$ cat config.mk
export PLATFORM = sky130hd
export DESIGN_NAME = word_length_caesar_shift
export DESIGN_NICKNAME = d
export VERILOG_FILES = /design/src/rtl/wlcs_pkg.sv /design/src/rtl/wlcs_ram.sv /design/src/rtl/wlcs_rotate.sv /design/src/rtl/word_length_caesar_shift.sv
export SDC_FILE = /design/constraint.sdc
export NUM_CORES = 1
export LEC_CHECK = 0
export BUFFER_PORTS_ARGS = -buffer_cell sky130_fd_sc_hd__clkbuf_2
export CORE_MARGIN = 3
export CORE_UTILIZATION = 50
export DETAILED_ROUTE_END_ITERATION = 8
export HOLD_SLACK_MARGIN = 0.06
export PLACE_DENSITY_LB_ADDON = 0.15
export SYNTH_ARGS = -nofsm -noshare
export SYNTH_HDL_FRONTEND = slang
export SYNTH_SLANG_ARGS = --single-unit
$ cat constraint.sdc
create_clock -name clock -period 4.05 [get_ports clock]
set_input_delay 0.81 -clock clock [delete_from_list [all_inputs] [get_ports clock]]
set_output_delay 0.81 -clock clock [all_outputs]
set_load 0.02 [all_outputs]
$ cat src/rtl/wlcs_pkg.sv
// Package for the word-length Caesar shifter: sequencer state type, alphabet
// constants and small character helper functions.
// No dependencies.
`default_nettype none

package wlcs_pkg;

   // Default word store depth; the top level's parameter takes it.
   localparam int MAX_WORD_DEFAULT = 32;

   // Counts handled by the shift helper never exceed this many bits.
   localparam int COUNT_MAX_W = 6;

   localparam int CHAR_W  = 8;
   localparam int SHIFT_W = 5;

   localparam logic [CHAR_W-1:0] UPPER_BASE = 8'h41;
   localparam logic [CHAR_W-1:0] UPPER_LAST = 8'h5A;
   localparam logic [CHAR_W-1:0] LOWER_BASE = 8'h61;
   localparam logic [CHAR_W-1:0] LOWER_LAST = 8'h7A;
   localparam int                ALPHA_LEN  = 26;

   typedef enum logic [1:0] {
      ST_IDLE,
      ST_READ,
      ST_EMIT,
      ST_BYTE
   } seq_state_type;

   function automatic logic is_upper(input logic [CHAR_W-1:0] c);
      return (c >= UPPER_BASE) && (c <= UPPER_LAST);
   endfunction

   function automatic logic is_lower(input logic [CHAR_W-1:0] c);
      return (c >= LOWER_BASE) && (c <= LOWER_LAST);
   endfunction

   // Word length modulo the alphabet size, for lengths below three alphabets.
   function automatic logic [SHIFT_W-1:0] shift_of(input logic [COUNT_MAX_W-1:0] n);
      logic [COUNT_MAX_W-1:0] r;
      if (n >= COUNT_MAX_W'(2 * ALPHA_LEN)) begin
         r = n - COUNT_MAX_W'(2 * ALPHA_LEN);
      end else if (n >= COUNT_MAX_W'(ALPHA_LEN)) begin
         r = n - COUNT_MAX_W'(ALPHA_LEN);
      end else begin
         r = n;
      end
      return r[SHIFT_W-1:0];
   endfunction

endpackage

`default_nettype wire

$ cat src/rtl/wlcs_ram.sv
// Generic single-port-write, single-port-read RAM with a registered read.
// No dependencies.
`default_nettype none

module wlcs_ram #(
   parameter  int WIDTH = 8,
   parameter  int DEPTH = 32,
   localparam int AW    = (DEPTH > 1) ? $clog2(DEPTH) : 1
) (
   input  wire logic             clock,
   input  wire logic             wr_en,
   input  wire logic [AW-1:0]    wr_addr,
   input  wire logic [WIDTH-1:0] wr_data,
   input  wire logic             rd_en,
   input  wire logic [AW-1:0]    rd_addr,
   output logic      [WIDTH-1:0] rd_data
);

   logic [WIDTH-1:0] mem_ff [DEPTH];
   logic [WIDTH-1:0] rd_data_ff;

   always_ff @(posedge clock) begin
      if (wr_en) begin
         mem_ff[wr_addr] <= wr_data;
      end
      if (rd_en) begin
         rd_data_ff <= mem_ff[rd_addr];
      end
   end

   assign rd_data = rd_data_ff;

endmodule

`default_nettype wire

$ cat src/rtl/wlcs_rotate.sv
// Shared letter rotation unit: one subtract, one add and one compare-subtract.
// Depends on wlcs_pkg.
`default_nettype none

module wlcs_rotate (
   input  wire logic [wlcs_pkg::CHAR_W-1:0]  char_in,
   input  wire logic [wlcs_pkg::SHIFT_W-1:0] shift,
   output logic      [wlcs_pkg::CHAR_W-1:0]  char_out
);

   logic [wlcs_pkg::CHAR_W-1:0] base;
   logic [wlcs_pkg::CHAR_W-1:0] offset;
   logic [5:0]                  sum;
   logic [5:0]                  wrapped;
   logic                        letter;

   always_comb begin
      letter = 1'b1;
      if (wlcs_pkg::is_lower(char_in)) begin
         base = wlcs_pkg::LOWER_BASE;
      end else if (wlcs_pkg::is_upper(char_in)) begin
         base = wlcs_pkg::UPPER_BASE;
      end else begin
         base   = '0;
         letter = 1'b0;
      end
      offset  = char_in - base;
      sum     = 6'(offset[4:0]) + 6'(shift);
      wrapped = (sum >= 6'(wlcs_pkg::ALPHA_LEN)) ? sum - 6'(wlcs_pkg::ALPHA_LEN) : sum;
      char_out = letter ? base + wlcs_pkg::CHAR_W'(wrapped) : char_in;
   end

endmodule

`default_nettype wire

$ cat src/rtl/word_length_caesar_shift.sv
// Top level of the word-length Caesar shifter: sequencer, word store and
// output register. Depends on wlcs_pkg, wlcs_ram and wlcs_rotate.
//
//   Channel   Direction  Handshake            Payload
//   req_      in         req_valid/req_ready  req_char_in, req_end_of_text
//   rsp_      out        rsp_valid/rsp_ready  rsp_char_out, rsp_last_of_run,
//                                             rsp_word_overflow
//
// A letter that does not end the text is accepted and, while the store has room, stored.
// A transaction that releases a word steps the sequencer through a read state and
// an emit state for each letter, plus a byte state for a trailing non-letter byte:
// the read state does the registered read of the word store and the emit state has
// the shared rotation unit load the output register.
// Reset clears the sequencer, the letter count, the overflow flag and the
// output valid; the word store itself is not cleared.
// A stalled result channel holds the sequencer in its emit or byte state;
// req_ready is high only while the sequencer is idle.
`default_nettype none

module word_length_caesar_shift #(
   parameter int MAX_WORD = wlcs_pkg::MAX_WORD_DEFAULT
) (
   input  wire logic       clock,
   input  wire logic       reset,
   input  wire logic       req_valid,
   output logic            req_ready,
   input  wire logic [7:0] req_char_in,
   input  wire logic       req_end_of_text,
   output logic            rsp_valid,
   input  wire logic       rsp_ready,
   output logic      [7:0] rsp_char_out,
   output logic            rsp_last_of_run,
   output logic            rsp_word_overflow
);

   // The count must be able to hold MAX_WORD itself; addresses only the depth.
   localparam int CW = $clog2(MAX_WORD + 1);
   localparam int AW = (MAX_WORD > 1) ? $clog2(MAX_WORD) : 1;

   // Sequencer and word state.
   wlcs_pkg::seq_state_type state_ff, state_in;
   logic [CW-1:0] count_ff, count_in;         // letters buffered for the current word
   logic          ovf_ff, ovf_in;             // a letter of the current word was dropped
   logic [CW-1:0] len_ff, len_in;             // length of the word being released
   logic [CW-1:0] idx_ff, idx_in;             // next letter of the release
   logic [wlcs_pkg::SHIFT_W-1:0] shift_ff, shift_in;
   logic          rel_ovf_ff, rel_ovf_in;     // overflow flag of the word being released
   logic [7:0]    byte_ff, byte_in;           // non-letter byte that follows the word
   logic          has_byte_ff, has_byte_in;

   // Output register.
   logic          rsp_valid_ff, rsp_valid_in;
   logic [7:0]    rsp_char_ff, rsp_char_in;
   logic          rsp_last_ff, rsp_last_in;
   logic          rsp_ovf_ff, rsp_ovf_in;

   // Handshake and datapath helpers.
   logic          accept;
   logic          letter;
   logic          release_word;
   logic          room;
   logic [CW-1:0] count_after;
   logic          out_free;
   logic          last_letter;
   logic          ram_wr_en;
   logic          ram_rd_en;
   logic          load_letter;
   logic          load_byte;
   logic [7:0]    ram_rd_data;
   logic [7:0]    rotated;

   assign letter       = wlcs_pkg::is_upper(req_char_in) || wlcs_pkg::is_lower(req_char_in);
   assign accept       = req_valid && req_ready;
   assign release_word = !letter || req_end_of_text;
   assign room         = count_ff < CW'(MAX_WORD);
   assign count_after  = (letter && room) ? count_ff + CW'(1) : count_ff;
   assign out_free     = !rsp_valid_ff || rsp_ready;
   assign last_letter  = (idx_ff + CW'(1)) == len_ff;

   wlcs_ram #(
      .WIDTH (8),
      .DEPTH (MAX_WORD)
   ) u_store (
      .clock   (clock),
      .wr_en   (ram_wr_en),
      .wr_addr (count_ff[AW-1:0]),
      .wr_data (req_char_in),
      .rd_en   (ram_rd_en),
      .rd_addr (idx_ff[AW-1:0]),
      .rd_data (ram_rd_data)
   );

   wlcs_rotate u_rotate (
      .char_in  (ram_rd_data),
      .shift    (shift_ff),
      .char_out (rotated)
   );

   // Next state of the sequencer.
   always_comb begin
      state_in = state_ff;
      unique case (state_ff)
         wlcs_pkg::ST_IDLE: begin
            if (accept && release_word) begin
               if (count_after != '0) begin
                  state_in = wlcs_pkg::ST_READ;
               end else if (!letter) begin
                  state_in = wlcs_pkg::ST_BYTE;
               end
            end
         end
         wlcs_pkg::ST_READ: begin
            state_in = wlcs_pkg::ST_EMIT;
         end
         wlcs_pkg::ST_EMIT: begin
            if (out_free) begin
               if (!last_letter) begin
                  state_in = wlcs_pkg::ST_READ;
               end else if (has_byte_ff) begin
                  state_in = wlcs_pkg::ST_BYTE;
               end else begin
                  state_in = wlcs_pkg::ST_IDLE;
               end
            end
         end
         wlcs_pkg::ST_BYTE: begin
            if (out_free) begin
               state_in = wlcs_pkg::ST_IDLE;
            end
         end
         default: begin
            state_in = wlcs_pkg::ST_IDLE;
         end
      endcase
   end

   // Sequencer outputs.
   always_comb begin
      req_ready   = 1'b0;
      ram_rd_en   = 1'b0;
      load_letter = 1'b0;
      load_byte   = 1'b0;
      unique case (state_ff)
         wlcs_pkg::ST_IDLE: req_ready   = 1'b1;
         wlcs_pkg::ST_READ: ram_rd_en   = 1'b1;
         wlcs_pkg::ST_EMIT: load_letter = out_free;
         wlcs_pkg::ST_BYTE: load_byte   = out_free;
         default: begin
            req_ready = 1'b0;
         end
      endcase
   end

   assign ram_wr_en = accept && letter && room;

   // Datapath next values.
   always_comb begin
      count_in     = count_ff;
      ovf_in       = ovf_ff;
      len_in       = len_ff;
      idx_in       = idx_ff;
      shift_in     = shift_ff;
      rel_ovf_in   = rel_ovf_ff;
      byte_in      = byte_ff;
      has_byte_in  = has_byte_ff;
      rsp_valid_in = rsp_valid_ff && !rsp_ready;
      rsp_char_in  = rsp_char_ff;
      rsp_last_in  = rsp_last_ff;
      rsp_ovf_in   = rsp_ovf_ff;

      if (accept) begin
         if (release_word) begin
            // The word leaves the buffer; its length and flag travel with the release.
            count_in    = '0;
            ovf_in      = 1'b0;
            len_in      = count_after;
            idx_in      = '0;
            shift_in    = wlcs_pkg::shift_of(wlcs_pkg::COUNT_MAX_W'(count_after));
            rel_ovf_in  = ovf_ff || (letter && !room);
            byte_in     = req_char_in;
            has_byte_in = !letter;
         end else begin
            count_in = count_after;
            ovf_in   = ovf_ff || !room;
         end
      end

      if (load_letter) begin
         rsp_valid_in = 1'b1;
         rsp_char_in  = rotated;
         rsp_last_in  = last_letter && !has_byte_ff;
         rsp_ovf_in   = rel_ovf_ff;
         idx_in       = idx_ff + CW'(1);
      end

      if (load_byte) begin
         rsp_valid_in = 1'b1;
         rsp_char_in  = byte_ff;
         rsp_last_in  = 1'b1;
         rsp_ovf_in   = 1'b0;
      end
   end

   always_ff @(posedge clock) begin
      if (reset) begin
         state_ff     <= wlcs_pkg::ST_IDLE;
         count_ff     <= '0;
         ovf_ff       <= 1'b0;
         rsp_valid_ff <= 1'b0;
      end else begin
         state_ff     <= state_in;
         count_ff     <= count_in;
         ovf_ff       <= ovf_in;
         rsp_valid_ff <= rsp_valid_in;
      end
   end

   always_ff @(posedge clock) begin
      len_ff      <= len_in;
      idx_ff      <= idx_in;
      shift_ff    <= shift_in;
      rel_ovf_ff  <= rel_ovf_in;
      byte_ff     <= byte_in;
      has_byte_ff <= has_byte_in;
      rsp_char_ff <= rsp_char_in;
      rsp_last_ff <= rsp_last_in;
      rsp_ovf_ff  <= rsp_ovf_in;
   end

   assign rsp_valid         = rsp_valid_ff;
   assign rsp_char_out      = rsp_char_ff;
   assign rsp_last_of_run   = rsp_last_ff;
   assign rsp_word_overflow = rsp_ovf_ff;

endmodule

`default_nettype wire

==> run metrics <==
Compound-Gate Fraction of Synth Area 0.0429; gpl congestion around 0.85; Antenna diodes 0; multiplexer share of the synthesized area 0.149; Routed Antenna Nets 0; Max VDD drop around 470 uV; CP cell instances nor2_2 -> a311oi_2 -> o21ai_1 -> inv_1 -> ha_4 -> ha_4 -> inv_2 -> fa_2 -> a211oi_4 -> o21ba_4 -> o31ai_4 -> a221oi_4 -> xnor2_2 -> ha_2 -> o2111ai_2 -> xor2_1 -> a211oi_1; clock buffer depth 3; Initial Utilization 0.511; Seq. cell area 0.00919 mm^2; vias in the first global route between 7,000 and 8,000; die footprint between 0.02 and 0.03 mm^2; worst clock skew about 0.017 ns; Post-synth ARST share 0; io pins 25; first-pass GRT wire length ~45,000 um; most frequent CP cell ha_4; FMAX roughly 0.25 GHz; setup TNS 0 ns; Final Setup Violations 0; CP Capture Type flip-flop; Fill cells slightly below 2,000; fin crit share 0.987; final core occ 0.598; cell row count 59; Syn Inst Count 761; hpwl dp 19,300 um; Pwr Total between 10 and 15 mW; CP max stage cell edfxtp_1; Post-Syn Nets 797; Clock transition at path regs 0.06 ns; worst-skew pair later-pin latency 0.56 ns; largest net degree at the start of global routing 48; gr ovfl total 0; Max-Cap Viols 0; DR iter-0 viols 618; final wirelength ~30,000 um; hold violation count in the final report 0; pre-CTS WS -0.163 ns; Multi-input gate area roughly 0.0041 mm^2; Cell Pwr Density roughly 740 mW/mm^2; cell leakage power roughly 5.3 nW; # port buffers 24; total number of vias between 7,000 and 8,000; Finished Cell Area 0.0156 mm^2; WP data required between 4 and 5 ns; Adder-Cell Fraction of Synth Area 0.0221; CORE AREA approximately 0.026 mm^2; share of cells above drive strength 1 0.321; commonest non-fill, non-tap cells in the layout 298 x edfxtp_1, 86 x nor2_1, 80 x mux4_2, 73 x buf_4, 31 x clkbuf_16; Post-synth EDFFs just under 300; Post-synth top flop edfxtp_1; TritonCTS Buffers 31; min Tclk post-route between 3 and 4 ns; post-synthesis sequential element count 310; Crit Path Class reg -> reg; min-delay worst type reg -> reg; chip width between 150 and 200 um; outcome complete, no violations; critical-path maximum fanout 5; r2r setup slk ~0.054 ns; Seq/Total Area, Yosys 0.688; Layout area overhead 17.1%; placed cell areas 0.0143 mm^2; setup ws final 0.0541 ns; Synth cell types between 70 and 80; Synth Area in Simple Gates 0.0632; CTS tree built; CTS root buffer clkbuf_16; TritonCTS sink count between 300 and 400; most common cell after layout, fill and taps aside edfxtp_1; Synth Cell Area ~0.013 mm^2; Yosys Warn Count 0; Synth Area in XOR/XNOR 0.0183; Worst Tran Pin Value between 1 and 1.5 ns; drt drc 0; Die Ht ~170 um; Final nets 900; Post-CTS Hold Buffers 0; all-layer global routing usage 0.207; worst relative slew slack 0.309; RSZ-0062 raised after global routing yes; Setup crit start kind flip-flop; drt via density roughly 5.9; delay-heaviest family, CP compound AO/OA/AOI/OAI gates; initial antenna violation count 0; wire per inst approximately 24 um; mean post-synth cell area 17.5 um^2; WP buf/inv 2; H-tree depth 1; Max Slew Vio Count 0; Crit path arrival time roughly 4.4 ns; largest family of logic cells by synthesized area multiplexers; first-pass detailed-route iteration total 5; Crit path largest cell delay 0.44 ns
-- metrics by stage --
stage	hold WS (ns)	cells
after floorplan	0.451	761
after global routing	0.514	1224
after global placement	0.459	1155
after CTS	0.485	1213
final	0.482	1224
after detailed placement	0.467	1155
-- report_power, final --
part           switching [mW]  internal (mW)  total [mW]
clock                    1.19           1.78        2.97
sequential              0.186           3.80        3.99
combinational            2.35           2.19        4.55
total                    3.73           7.78        11.5
-- cells by family (layout without fill, tap and decap cells) --
logic type / Yosys count / after routing
multiplexers: 97 / 97
flip-flops: 310 / 310
adder cells (fa/ha/maj): 23 / 23
XOR/XNOR: 23 / 23
buffers and inverters: 55 / 183
AO/OA/AOI/OAI: 75 / 75
AND/OR/NAND/NOR: 178 / 178
-- final timing paths --
check,startpoint,end,cells past startpoint
hold / removal,rel_ovf_ff,rsp_word_overflow,2
hold reg to reg,rel_ovf_ff,rsp_word_overflow,2
setup / recovery,u_store.rd_data[2],rsp_char_out[4],17
setup reg to reg,u_store.rd_data[2],rsp_char_out[4],17
-- area by class of cell --
class | count | area share
well taps | 335 | 0.0268
multi-input cells | 396 | 0.265
inverters | 25 | 0.00600
repair buffers | 100 | 0.0466
clock buffers | 34 | 0.0503
clock inverters | 24 | 0.0177
flip-flops and latches | 310 | 0.588
-- flip-flops by register name, summed over array words and instances (netlist names), 2 cells and up --
name / cells
rsp_char_out: 8
idx_ff: 6
shift_ff: 4
count_ff: 6
u_store.mem_ff: 256
state_ff: 2
len_ff: 6
byte_ff: 8
u_store.rd_data: 8
-- Yosys cell counts (3+ instances only) --
master | instances | area, um^2
and2_1 | 3 | 18.8
nand2b_1 | 3 | 18.8
o21ai_0 | 8 | 40.0
nor2b_1 | 4 | 25.0
inv_1 | 25 | 93.8
or3_1 | 3 | 18.8
nand3_1 | 8 | 40.0
nor3_1 | 12 | 60.1
a21o_1 | 5 | 37.5
nand3b_1 | 5 | 37.5
xor2_1 | 7 | 61.3
dfxtp_1 | 12 | 240
a22oi_1 | 4 | 30.0
mux2i_1 | 7 | 70.1
o22ai_1 | 4 | 25.0
edfxtp_1 | 298 | 8950
xnor2_1 | 13 | 114
clkbuf_1 | 19 | 71.3
buf_2 | 7 | 35.0
a21oi_1 | 17 | 85.1
nor2_1 | 89 | 334
and3_1 | 7 | 43.8
mux4_2 | 80 | 1800
ha_1 | 22 | 275
nand2_1 | 25 | 93.8
buf_1 | 3 | 11.3
mux2_2 | 10 | 113
a31oi_1 | 5 | 31.3
-- worst reg2reg max path: stages, from the launching register on --
cell and delay [ns]:
edfxtp_1 0.44, nor2_2 0.17, a311oi_2 0.12, o21ai_1 0.14, inv_1 0.12, ha_4 0.19, ha_4 0.26, inv_2 0.04
fa_2 0.39, a211oi_4 0.29, o21ba_4 0.23, o31ai_4 0.11, a221oi_4 0.43, xnor2_2 0.17, ha_2 0.23, o2111ai_2 0.11
xor2_1 0.17, a211oi_1 0.23
-- routing by layer --
metal  global-route usage  wire (um)  up-vias
met5                    0          0        -
met4               0.0402        495        0
met3               0.0256       1370       44
met2                0.336      14400      215
met1                0.311      13400     3754
li1                     -          -     3243
-- timing repair --
item,4_1_cts,5_1_grt
setup endpoints to repair,4,7
pin swaps,4,21
buffers inserted,0,11
cloned,0,0
gates resized for setup,9,31
Power figures use the tool's default switching activity.
